**src/rtl/ptlb_pkg.sv**
```systemverilog
package ptlb_pkg;

  localparam int unsigned PeerSlotsDefault = 16;
  localparam int unsigned MaxResults = 16;
  localparam int unsigned KW = 5;
  localparam int unsigned ScoreW = 25;

  typedef enum logic [3:0] {
    FN_ADD        = 4'd0,
    FN_REMOVE     = 4'd1,
    FN_SET_STATUS = 4'd2,
    FN_SET_LOAD   = 4'd3,
    FN_SET_CAPS   = 4'd4,
    FN_LOOKUP     = 4'd5,
    FN_LIST_ALIVE = 4'd6,
    FN_LIST_CAP   = 4'd7,
    FN_LEAST      = 4'd8,
    FN_RR         = 4'd9
  } func_e;

  localparam logic [1:0] RC_OK        = 2'd0;
  localparam logic [1:0] RC_FULL      = 2'd1;
  localparam logic [1:0] RC_NOT_FOUND = 2'd2;
  localparam logic [1:0] RC_EMPTY     = 2'd3;

  localparam int unsigned CapIngress = 0;
  localparam int unsigned CapExecute = 1;
  localparam int unsigned CapRoute   = 2;

  typedef struct packed {
    logic [3:0]  func;
    logic [31:0] node_id;
    logic [31:0] ip_addr;
    logic [15:0] gsp_port;
    logic [15:0] dat_port;
    logic [1:0]  new_status;
    logic [15:0] run_cnt;
    logic [15:0] load_fx;
    logic        ingress_en;
    logic        exec_en;
    logic        route_en;
    logic [7:0]  list_lim;
  } in_t;

  typedef struct packed {
    logic [1:0]  result_code;
    logic [31:0] peer_id;
    logic [31:0] peer_ip;
    logic [15:0] peer_gossip_port;
    logic [15:0] peer_data_port;
    logic [1:0]  peer_status;
    logic [15:0] peer_active;
    logic [15:0] peer_load;
    logic        peer_ingress;
    logic        peer_execute;
    logic        peer_route;
    logic        last;
  } out_t;

  typedef struct packed {
    logic [31:0] id;
    logic [31:0] ip;
    logic [15:0] gport;
    logic [15:0] dport;
    logic [1:0]  status;
    logic [15:0] active;
    logic [15:0] load;
    logic [2:0]  caps;
  } entry_t;

  typedef struct packed {
    logic take;
    logic wr_all;
    logic wr_status;
    logic wr_load;
    logic wr_caps;
  } cell_ctl_t;

  typedef enum logic [5:0] {
    ST_IDLE  = 6'b000001,
    ST_EXEC  = 6'b000010,
    ST_MOD   = 6'b000100,
    ST_PROBE = 6'b001000,
    ST_SCAN  = 6'b010000,
    ST_EMIT  = 6'b100000
  } state_e;

endpackage

```
**src/rtl/ptlb_cell.sv**
```systemverilog
module ptlb_cell (
  input  logic               clk_i,
  input  ptlb_pkg::cell_ctl_t ctl_i,
  input  ptlb_pkg::entry_t   nbr_i,
  input  ptlb_pkg::entry_t   wdata_i,
  output ptlb_pkg::entry_t   entry_o
);
  import ptlb_pkg::*;

  entry_t entry_q;

  always_ff @(posedge clk_i) begin
    if (ctl_i.take) begin
      entry_q <= nbr_i;
    end else begin
      if (ctl_i.wr_all) begin
        entry_q <= wdata_i;
      end
      if (ctl_i.wr_status) begin
        entry_q.status <= wdata_i.status;
      end
      if (ctl_i.wr_load) begin
        entry_q.active <= wdata_i.active;
        entry_q.load   <= wdata_i.load;
      end
      if (ctl_i.wr_caps) begin
        entry_q.caps <= wdata_i.caps;
      end
    end
  end

  assign entry_o = entry_q;

endmodule

```
**src/rtl/ptlb_rr_mod.sv**
```systemverilog
module ptlb_rr_mod #(
  parameter int unsigned PEER_SLOTS = ptlb_pkg::PeerSlotsDefault,
  localparam int unsigned TW = (PEER_SLOTS > 1) ? $clog2(PEER_SLOTS) : 1,
  localparam int unsigned LW = $clog2(PEER_SLOTS + 1)
) (
  input  logic          clk_i,
  input  logic          rst_ni,
  input  logic          start_i,
  input  logic [31:0]   dividend_i,
  input  logic [LW-1:0] divisor_i,
  output logic          done_o,
  output logic [TW-1:0] rem_o
);
  import ptlb_pkg::*;

  logic          busy_q, busy_d;
  logic          done_q, done_d;
  logic [4:0]    cnt_q, cnt_d;
  logic [31:0]   sh_q, sh_d;
  logic [LW-1:0] rem_q, rem_d;
  logic [LW-1:0] div_q, div_d;
  logic [LW:0]   trial;

  always_comb begin
    busy_d = busy_q;
    done_d = 1'b0;
    cnt_d  = cnt_q;
    sh_d   = sh_q;
    rem_d  = rem_q;
    div_d  = div_q;
    trial  = {rem_q, sh_q[31]};
    if (busy_q) begin
      sh_d  = {sh_q[30:0], 1'b0};
      cnt_d = cnt_q + 5'd1;
      if (trial >= {1'b0, div_q}) begin
        rem_d = LW'(trial - {1'b0, div_q});
      end else begin
        rem_d = trial[LW-1:0];
      end
      if (cnt_q == 5'd31) begin
        busy_d = 1'b0;
        done_d = 1'b1;
      end
    end else if (start_i) begin
      busy_d = 1'b1;
      cnt_d  = '0;
      sh_d   = dividend_i;
      rem_d  = '0;
      div_d  = divisor_i;
    end
  end

  always_ff @(posedge clk_i or negedge rst_ni) begin
    if (!rst_ni) begin
      busy_q <= 1'b0;
      done_q <= 1'b0;
      cnt_q  <= '0;
    end else begin
      busy_q <= busy_d;
      done_q <= done_d;
      cnt_q  <= cnt_d;
    end
  end

  always_ff @(posedge clk_i) begin
    sh_q  <= sh_d;
    rem_q <= rem_d;
    div_q <= div_d;
  end

  assign done_o = done_q;
  assign rem_o  = rem_q[TW-1:0];

endmodule

```
**src/rtl/peer_table_load_balancer_unit.sv**
```systemverilog
// peer table with least-loaded and round-robin dispatch
// input channel in_valid_i / in_ready_o carries one operation per transfer;
// output channel out_valid_o / out_ready_i carries result items, last marks
// the final result of an operation.
// one operation at a time: in_ready_o is high only while the unit is idle.
// add, remove and set ops pass through the exec and emit states to their result.
// lookup, list and least-loaded rotate the ring of PEER_SLOTS cells once,
// one slot per cycle while the scan is not held by a stalled list result.
// round robin runs a bit-serial modulo of the counter by the
// live count, probes up to live count slots, then, if one is eligible,
// rotates the ring once.
// lists hold the ring while a result waits on a stalled receiver, so a
// stall adds its length to the operation; results are never dropped.
// reset empties the table and clears the round-robin counter; entry
// contents are not cleared, slots past the live count are never read.
module peer_table_load_balancer_unit #(
  parameter int unsigned PEER_SLOTS = ptlb_pkg::PeerSlotsDefault
) (
  input  logic           clk_i,
  input  logic           rst_ni,
  input  logic           in_valid_i,
  output logic           in_ready_o,
  input  ptlb_pkg::in_t  in_data_i,
  output logic           out_valid_o,
  input  logic           out_ready_i,
  output ptlb_pkg::out_t out_data_o
);
  import ptlb_pkg::*;

  localparam int unsigned TW = (PEER_SLOTS > 1) ? $clog2(PEER_SLOTS) : 1;
  localparam int unsigned LW = $clog2(PEER_SLOTS + 1);

  state_e          state_q, state_d;
  in_t             op_q, op_d;
  logic [LW-1:0]   live_q, live_d;
  logic [31:0]     rr_q, rr_d;
  logic [TW-1:0]   t_q, t_d;
  logic [TW-1:0]   tgt_q, tgt_d;
  logic [TW-1:0]   idx_q, idx_d;
  logic [LW-1:0]   tries_q, tries_d;
  logic [PEER_SLOTS-1:0] mvec_q, mvec_d;
  logic [KW-1:0]   k_q, k_d;
  logic [KW-1:0]   cap_q, cap_d;
  logic            found_q, found_d;
  logic [ScoreW-1:0] best_q, best_d;
  out_t            res_q, res_d;
  out_t            out_q, out_d;
  logic            out_valid_q, out_valid_d;

  entry_t          ent [PEER_SLOTS];
  cell_ctl_t       ctl [PEER_SLOTS];
  entry_t          wdata;
  entry_t          head;

  logic [PEER_SLOTS-1:0] hit, cvec, lvec;
  logic            hit_any;
  logic [TW-1:0]   s_idx;
  logic [ScoreW-1:0] score;
  logic            out_free;
  logic            need_emit;
  logic            mod_start, mod_done;
  logic [TW-1:0]   mod_rem;
  out_t            res_init;

  for (genvar g = 0; g < PEER_SLOTS; g++) begin : g_cell
    localparam int unsigned Nx = (g + 1) % PEER_SLOTS;
    ptlb_cell u_cell (
      .clk_i   (clk_i),
      .ctl_i   (ctl[g]),
      .nbr_i   (ent[Nx]),
      .wdata_i (wdata),
      .entry_o (ent[g])
    );
  end

  ptlb_rr_mod #(.PEER_SLOTS(PEER_SLOTS)) u_mod (
    .clk_i      (clk_i),
    .rst_ni     (rst_ni),
    .start_i    (mod_start),
    .dividend_i (rr_q),
    .divisor_i  (live_q),
    .done_o     (mod_done),
    .rem_o      (mod_rem)
  );

  assign head = ent[0];
  assign score = ScoreW'({head.active, 8'h00}) + ScoreW'(head.load) * ScoreW'(10);

  always_comb begin
    for (int i = 0; i < PEER_SLOTS; i++) begin
      hit[i]  = (LW'(i) < live_q) && (ent[i].id == op_q.node_id);
      cvec[i] = (LW'(i) < live_q) && (ent[i].status == 2'd0) && ent[i].caps[CapExecute];
      lvec[i] = (LW'(i) < live_q) && (ent[i].status == 2'd0) &&
                ((op_q.func != FN_LIST_CAP) || (ent[i].caps[CapExecute] == op_q.exec_en));
    end
    hit_any = |hit;
    s_idx   = '0;
    for (int i = PEER_SLOTS - 1; i >= 0; i--) begin
      if (hit[i]) begin
        s_idx = TW'(i);
      end
    end
  end

  always_comb begin
    wdata.id     = op_q.node_id;
    wdata.ip     = op_q.ip_addr;
    wdata.gport  = op_q.gsp_port;
    wdata.dport  = op_q.dat_port;
    wdata.status = op_q.new_status;
    wdata.active = op_q.run_cnt;
    wdata.load   = op_q.load_fx;
    wdata.caps   = {op_q.route_en, op_q.exec_en, op_q.ingress_en};
    if (op_q.func == FN_ADD) begin
      wdata.status = 2'd0;
      wdata.active = '0;
      wdata.load   = '0;
      wdata.caps   = 3'b110;
    end
  end

  assign out_free  = !out_valid_q || out_ready_i;
  assign need_emit = ((op_q.func == FN_LIST_ALIVE) || (op_q.func == FN_LIST_CAP)) &&
                     mvec_q[0] && (k_q < cap_q);

  always_comb begin
    res_init      = '0;
    res_init.last = 1'b1;
  end

  always_comb begin
    state_d     = state_q;
    op_d        = op_q;
    live_d      = live_q;
    rr_d        = rr_q;
    t_d         = t_q;
    tgt_d       = tgt_q;
    idx_d       = idx_q;
    tries_d     = tries_q;
    mvec_d      = mvec_q;
    k_d         = k_q;
    cap_d       = cap_q;
    found_d     = found_q;
    best_d      = best_q;
    res_d       = res_q;
    out_d       = out_q;
    out_valid_d = out_valid_q && !out_ready_i;
    mod_start   = 1'b0;
    for (int i = 0; i < PEER_SLOTS; i++) begin
      ctl[i] = '0;
    end

    case (state_q)
      ST_IDLE: begin
        if (in_valid_i) begin
          op_d    = in_data_i;
          state_d = ST_EXEC;
        end
      end
      ST_EXEC: begin
        res_d   = res_init;
        t_d     = '0;
        state_d = ST_EMIT;
        case (op_q.func)
          FN_ADD: begin
            if (hit_any) begin
              res_d.result_code = RC_OK;
            end else if (live_q == LW'(PEER_SLOTS)) begin
              res_d.result_code = RC_FULL;
            end else begin
              for (int i = 0; i < PEER_SLOTS; i++) begin
                if (live_q == LW'(i)) begin
                  ctl[i].wr_all = 1'b1;
                end
              end
              live_d = live_q + LW'(1);
            end
          end
          FN_REMOVE: begin
            if (!hit_any) begin
              res_d.result_code = RC_NOT_FOUND;
            end else begin
              for (int i = 0; i < PEER_SLOTS; i++) begin
                if (TW'(i) >= s_idx) begin
                  ctl[i].take = 1'b1;
                end
              end
              live_d = live_q - LW'(1);
            end
          end
          FN_SET_STATUS, FN_SET_LOAD, FN_SET_CAPS: begin
            if (!hit_any) begin
              res_d.result_code = RC_NOT_FOUND;
            end else begin
              for (int i = 0; i < PEER_SLOTS; i++) begin
                if (TW'(i) == s_idx) begin
                  ctl[i].wr_status = (op_q.func == FN_SET_STATUS);
                  ctl[i].wr_load   = (op_q.func == FN_SET_LOAD);
                  ctl[i].wr_caps   = (op_q.func == FN_SET_CAPS);
                end
              end
            end
          end
          FN_LOOKUP: begin
            if (!hit_any) begin
              res_d.result_code = RC_NOT_FOUND;
            end else begin
              tgt_d   = s_idx;
              state_d = ST_SCAN;
            end
          end
          FN_LIST_ALIVE, FN_LIST_CAP: begin
            k_d    = '0;
            mvec_d = lvec;
            if (op_q.list_lim > 8'(MaxResults)) begin
              cap_d = KW'(MaxResults);
            end else begin
              cap_d = op_q.list_lim[KW-1:0];
            end
            if ((op_q.list_lim == 8'd0) || (lvec == '0)) begin
              res_d.result_code = RC_EMPTY;
            end else begin
              state_d = ST_SCAN;
            end
          end
          FN_LEAST: begin
            mvec_d            = cvec;
            found_d           = 1'b0;
            res_d.result_code = RC_NOT_FOUND;
            state_d           = ST_SCAN;
          end
          FN_RR: begin
            if (live_q == '0) begin
              res_d.result_code = RC_NOT_FOUND;
            end else begin
              mod_start = 1'b1;
              state_d   = ST_MOD;
            end
          end
          default: begin
            state_d = ST_IDLE;
          end
        endcase
      end
      ST_MOD: begin
        if (mod_done) begin
          idx_d   = mod_rem;
          tries_d = '0;
          state_d = ST_PROBE;
        end
      end
      ST_PROBE: begin
        rr_d = rr_q + 32'd1;
        if (cvec[idx_q]) begin
          tgt_d   = idx_q;
          t_d     = '0;
          state_d = ST_SCAN;
        end else begin
          tries_d = tries_q + LW'(1);
          if ((rr_q == '1) || (LW'(idx_q) == live_q - LW'(1))) begin
            idx_d = '0;
          end else begin
            idx_d = idx_q + TW'(1);
          end
          if (tries_q == live_q - LW'(1)) begin
            res_d.result_code = RC_NOT_FOUND;
            state_d           = ST_EMIT;
          end
        end
      end
      ST_SCAN: begin
        if (!need_emit || out_free) begin
          for (int i = 0; i < PEER_SLOTS; i++) begin
            ctl[i].take = 1'b1;
          end
          mvec_d = mvec_q >> 1;
          t_d    = t_q + TW'(1);
          case (op_q.func)
            FN_LOOKUP: begin
              if (t_q == tgt_q) begin
                res_d.result_code      = RC_OK;
                res_d.peer_id          = head.id;
                res_d.peer_ip          = head.ip;
                res_d.peer_gossip_port = head.gport;
                res_d.peer_data_port   = head.dport;
                res_d.peer_status      = head.status;
                res_d.peer_active      = head.active;
                res_d.peer_load        = head.load;
                res_d.peer_ingress     = head.caps[CapIngress];
                res_d.peer_execute     = head.caps[CapExecute];
                res_d.peer_route       = head.caps[CapRoute];
              end
            end
            FN_RR: begin
              if (t_q == tgt_q) begin
                res_d.result_code = RC_OK;
                res_d.peer_id     = head.id;
              end
            end
            FN_LEAST: begin
              if (mvec_q[0] && (!found_q || (score < best_q))) begin
                found_d           = 1'b1;
                best_d            = score;
                res_d.result_code = RC_OK;
                res_d.peer_id     = head.id;
              end
            end
            default: begin
              if (need_emit) begin
                out_d             = res_init;
                out_d.result_code = RC_OK;
                out_d.peer_id     = head.id;
                out_d.last        = (k_q + KW'(1) == cap_q) || !(|(mvec_q >> 1));
                out_valid_d       = 1'b1;
                k_d               = k_q + KW'(1);
              end
            end
          endcase
          if (t_q == TW'(PEER_SLOTS - 1)) begin
            if ((op_q.func == FN_LIST_ALIVE) || (op_q.func == FN_LIST_CAP)) begin
              state_d = ST_IDLE;
            end else begin
              state_d = ST_EMIT;
            end
          end
        end
      end
      ST_EMIT: begin
        if (out_free) begin
          out_d       = res_q;
          out_valid_d = 1'b1;
          state_d     = ST_IDLE;
        end
      end
      default: begin
        state_d = ST_IDLE;
      end
    endcase
  end

  always_ff @(posedge clk_i or negedge rst_ni) begin
    if (!rst_ni) begin
      state_q     <= ST_IDLE;
      live_q      <= '0;
      rr_q        <= '0;
      t_q         <= '0;
      tries_q     <= '0;
      k_q         <= '0;
      found_q     <= 1'b0;
      out_valid_q <= 1'b0;
    end else begin
      state_q     <= state_d;
      live_q      <= live_d;
      rr_q        <= rr_d;
      t_q         <= t_d;
      tries_q     <= tries_d;
      k_q         <= k_d;
      found_q     <= found_d;
      out_valid_q <= out_valid_d;
    end
  end

  always_ff @(posedge clk_i) begin
    op_q   <= op_d;
    tgt_q  <= tgt_d;
    idx_q  <= idx_d;
    mvec_q <= mvec_d;
    cap_q  <= cap_d;
    best_q <= best_d;
    res_q  <= res_d;
    out_q  <= out_d;
  end

  assign in_ready_o  = (state_q == ST_IDLE);
  assign out_valid_o = out_valid_q;
  assign out_data_o  = out_q;

endmodule

```
**config.mk**
```make
export PLATFORM = sky130hd
export DESIGN_NAME = peer_table_load_balancer_unit
export DESIGN_NICKNAME = d
export VERILOG_FILES = /design/src/rtl/ptlb_pkg.sv /design/src/rtl/ptlb_cell.sv /design/src/rtl/ptlb_rr_mod.sv /design/src/rtl/peer_table_load_balancer_unit.sv
export SDC_FILE = /design/constraint.sdc
export NUM_CORES = 2
export LEC_CHECK = 0
export ABC_CLOCK_PERIOD_IN_PS = 16740
export BUFFER_PORTS_ARGS = -buffer_cell sky130_fd_sc_hd__buf_4
export CORE_ASPECT_RATIO = 1.5
export CORE_MARGIN = 2
export CORE_UTILIZATION = 66
export DETAILED_ROUTE_END_ITERATION = 10
export GPL_ROUTABILITY_DRIVEN = 1
export HOLD_SLACK_MARGIN = 0.02
export PLACE_DENSITY = 0.83
export SETUP_SLACK_MARGIN = 0.2
export SYNTH_ARGS = -nofsm -noshare
export SYNTH_HDL_FRONTEND = slang
export SYNTH_HIERARCHICAL = 1
export SYNTH_SLANG_ARGS = --single-unit
```
**constraint.sdc**
```tcl
create_clock -name clk_i -period 16.74 [get_ports clk_i]
set_input_delay 2.511 -clock clk_i [delete_from_list [all_inputs] [get_ports clk_i]]
set_output_delay 2.511 -clock clk_i [all_outputs]
set_load 0.02 [all_outputs]
```
==> results.md <==
| Metric | Reported |
|---|---|
| Relative max-transition margin | 13.5% |
| Die boundary height | 535 µm |
| Post-synthesis average cell area | 16.7 µm² |
| Leak Pwr | 0.0449 µW |
| Hold bufs inserted after CTS | 0 |
| Post-Synthesis Cell Area | 0.124 mm² |
| Post-synth EDFFs | 2638 |
| Minimum period implied by the final worst setup slack | 7.50 ns |
| Clock Skews | 0.0734 ns |
| Routed length per instance | 29.9 µm |
| CTS Buf Count | 239 |
| Overflow left after global routing | 0 |
| Setup violation total in the final timing report | 0 |
| Number of standard cells in the final layout excluding fillers | 10311 |
| Post-synthesis adder-cell area fraction | 0.917% |
| FF-to-FF setup slack | 9.24 ns |
| Critical path launch point type | flop |
| Register clock-pin slew on the reported worst setup and hold paths | 0.07 ns |
| Cell depth of the worst hold path | 1 |
| Depth of the worst register-to-register path | 17 |
| Number of antenna violations at the first check in global routing | 12 |
| Critical path origin | op_q[125] |
| Pins over their slew limit | 0 |
| Clock latency at the later pin of the worst-skew pair | 0.91 ns |
| Number of global-route vias before repair | 68798 |
| Start point of the worst hold path | rr_q[31] |
| Synthesis warning total | 6 |
| Area occupied by multi-input gates | 0.0391 mm² |
| Total wirelength of the detailed-routed design | 308000 µm |
| I/O pin count | 287 |
| Design area | 0.134 mm² |
| Number of optimization iterations in the first detailed-route pass | 6 |
| Tightest Hold Check Type | flop to flop |
| Final hold violation count | 0 |
| Dpl cells | 9874 |
| Detailed-placement wirelength estimate | 186000 µm |
| Commonest register cell after synthesis | sky130_fd_sc_hd__edfxtp_1 |
| Area share of xor/xnor cells in the synthesized design | 4.24% |
| Clock tree from TritonCTS | yes |
| Share of the synthesized area in compound gates (AO/OA/AOI/OAI) | 1.63% |
| Horizontal die dimension | 358 µm |
| Final cell utilization of the core | 71.9% |
| Worst Max-Slew Pin Slew | 1.30 ns |
| Post-synthesis simple-gate area fraction | 4.83% |
| Number of gates resized after cts | 0 |
| Placed Instance Area | 0.126 mm² |
| Final period util | 44.8% |
| Setup tns final | 0 ns |
| Category of the most critical setup path | flop to flop |
| Growth of design area from synthesis to finish | 8.23% |
| Fmax | 133 MHz |
| Share of cells above drive strength 1 | 38.4% |
| Weighted congestion reported at the end of routability-driven placement | 0.930 |
| Result of the run | complete, no violations |
| Largest family of logic cells by synthesized area | multiplexers |
| Startpoint of the worst-slack reg-to-reg timing path | op_q[125] |
| Sequential element share of the synthesized area | 65.3% |
| Required time at the endpoint of the critical path | 17.37 ns |
| IR drop worst, VDD | 0.119 mV |
| Post-synthesis mux area share | 19.7% |
| Register bit total from synthesis | 2705 |
| Remaining routing DRC violations | 0 |
| Maximum count of clock buffers along a single path | 4 |
| First-pass GRT wire length | 451000 µm |
| Number of max-cap violations | 0 |
| Post-Syn Nets | 7639 |
| CP max FO | 51 |
| Input/output buffers | 286 |
| Placeable core area | 0.186 mm² |
| Power density of the placed cells | 125 mW/mm² |
| Pin count of the biggest net entering global routing | 170 |
| Initial detailed-routing violation count | 7416 |
| Overall routing resource usage | 31.9% |
| Via count | 67372 |
| Async SR Flop Fraction | 2.44% |
| Nets | 7903 |
| Count of mapped cells out of synthesis | 7401 |
| Die Footprint | 0.191 mm² |
| Clk sink count | 2705 |
| Number of buffers inserted to repair setup after CTS | 0 |
| Post-route ant nets | 0 |
| H-tree levels | 4 |
| Arr. time, crit path | 8.13 ns |
| Count of distinct cell types in the synthesized netlist | 80 |
| Flip-flop and latch area | 0.0809 mm² |
| Cell Rows | 194 |
| Effective utilization at floorplan | 66.4% |
| Vias/cell | 6.53 |
| Endpoint class of the critical path | flop |
| Unrepaired setup endpoints after global routing | no |
| Root buffer cell | sky130_fd_sc_hd__clkbuf_16 |
| Fill count | 11395 |
[final timing paths]
check                                                to
hold reg to reg                                rr_q[31]
max in group asynchronous                        k_q[4]
min in group asynchronous                      rr_q[22]
setup reg to reg           g_cell[8].u_cell/entry_o[55]
setup / recovery           g_cell[8].u_cell/entry_o[55]
hold / removal                                 rr_q[31]
[through the flow]
step                total power [µW]  hold WS [ns]  setup slack [ns]
finish                         16700         0.496              9.24
global route                   17200         0.504              8.73
CTS                            16800         0.483              9.25
detailed placement             11300         0.488              9.34
global placement               11200         0.455              9.13
floorplan                      10500         0.443              6.93
[registers in the layout, indices dropped and copies added, names as in the netlist]
signal                 cells
best_q                    24
cap_q                      5
found_q                    1
g_cell.u_cell/entry_o   2128
idx_q                      4
k_q                        5
live_q                     5
mvec_q                    16
op_q                     145
out_data_o               136
out_valid_o                1
res_q                    135
rr_q                      32
state_q                    6
t_q                        4
tgt_q                      4
tries_q                    5
u_mod/busy_q               1
u_mod/cnt_q                5
u_mod/div_q                5
u_mod/done_o               1
u_mod/rem_q                5
u_mod/sh_q                32
[metal layers]
metal / vias to the layer above / routed length (µm) / track usage [%]
met2: 3279 / 152000 / 53.6
met5: - / 37 / 0
met3: 762 / 23200 / 4.61
met4: 6 / 14900 / 13.9
met1: 34506 / 117000 / 41.5
li1: 28819 / - / -
[report_power, final]
group	switching (µW)	leakage (µW)	internal (µW)
sequential	294	0.0249	8180
clock	2480	0.00371	3010
combinational	1520	0.0163	1250
total	4300	0.0449	12400
[cells by family after synthesis]
family	Yosys count
AOI/OAI and AO/OA	309
xor gates and xnor gates	599
adders and majority gates	89
buffers and inverters	461
DFF	2705
muxes	2168
and+or+nand+nor	1070
[cell usage in the layout (no fill, tap or decap), types with 38 or more instances in the layout]
cell                        instances
sky130_fd_sc_hd__clkbuf_16        242
sky130_fd_sc_hd__nand2_1          148
sky130_fd_sc_hd__a21oi_1           85
sky130_fd_sc_hd__nor4_1           126
sky130_fd_sc_hd__buf_4            411
sky130_fd_sc_hd__nand4_1           53
sky130_fd_sc_hd__o21ai_0           57
sky130_fd_sc_hd__or3_1             52
sky130_fd_sc_hd__ha_1              86
sky130_fd_sc_hd__inv_1             69
sky130_fd_sc_hd__nor2_1           136
sky130_fd_sc_hd__xor2_1           480
sky130_fd_sc_hd__mux2_2          2161
sky130_fd_sc_hd__dfrtp_1           65
sky130_fd_sc_hd__clkinv_2          54
sky130_fd_sc_hd__clkbuf_1          38
sky130_fd_sc_hd__nor3_1            51
sky130_fd_sc_hd__nand3_1           67
sky130_fd_sc_hd__and2_1           283
sky130_fd_sc_hd__xnor2_1          119
sky130_fd_sc_hd__edfxtp_1        2638
sky130_fd_sc_hd__clkinv_1          50
[layout make-up]
cell class / count / area share [%]
Timing Repair Buffer: 414 / 2.35
Inverter: 70 / 0.200
Clock buffer: 280 / 4.62
Multi-Input combinational cell: 4235 / 29.1
Tap cell: 2450 / 2.29
Clock inverter: 153 / 1.05
Sequential cell: 2705 / 60.3
Antenna cell: 4 / 0.00747
[synth_stat cells, drive strengths merged (6+ instances only)]
master / count / area share (%)
a21o: 17 / 0.10
a21oi: 87 / 0.35
a22o: 32 / 0.23
and2: 283 / 1.4
and3: 17 / 0.086
buf: 163 / 1.2
clkbuf: 228 / 2.0
dfrtp: 65 / 1.3
edfxtp: 2638 / 64
ha: 86 / 0.87
inv: 70 / 0.21
mux2: 2161 / 20
nand2: 153 / 0.46
nand2b: 15 / 0.076
nand3: 69 / 0.28
nand4: 53 / 0.27
nor2: 136 / 0.41
nor2b: 20 / 0.10
nor3: 74 / 0.39
nor3b: 6 / 0.036
nor4: 127 / 0.64
o211ai: 10 / 0.069
o21a: 7 / 0.048
o21ai: 77 / 0.31
o21bai: 9 / 0.055
o221ai: 6 / 0.057
o22ai: 10 / 0.051
o31ai: 20 / 0.12
or2: 25 / 0.13
or3: 65 / 0.33
or4: 7 / 0.045
xnor2: 119 / 0.84
xor2: 480 / 3.4
[worst max-delay path: stages (launching register included)]
cell and delay [ns]:
sky130_fd_sc_hd__edfxtp_1 0.32, sky130_fd_sc_hd__buf_4 0.29, sky130_fd_sc_hd__buf_4 0.37, sky130_fd_sc_hd__xor2_1 0.12, sky130_fd_sc_hd__nor4_1 0.30, sky130_fd_sc_hd__nand2_1 0.15, sky130_fd_sc_hd__or4_1 0.52, sky130_fd_sc_hd__nor4_1 0.65
sky130_fd_sc_hd__nor2b_1 0.19, sky130_fd_sc_hd__a21bo_1 0.37, sky130_fd_sc_hd__nand2_1 0.60, sky130_fd_sc_hd__o211ai_2 0.15, sky130_fd_sc_hd__buf_4 0.25, sky130_fd_sc_hd__o21ai_4 0.19, sky130_fd_sc_hd__buf_4 0.66, sky130_fd_sc_hd__buf_4 0.85
sky130_fd_sc_hd__buf_4 0.72, sky130_fd_sc_hd__mux2_2 0.42
Power figures use the tool's default switching activity.
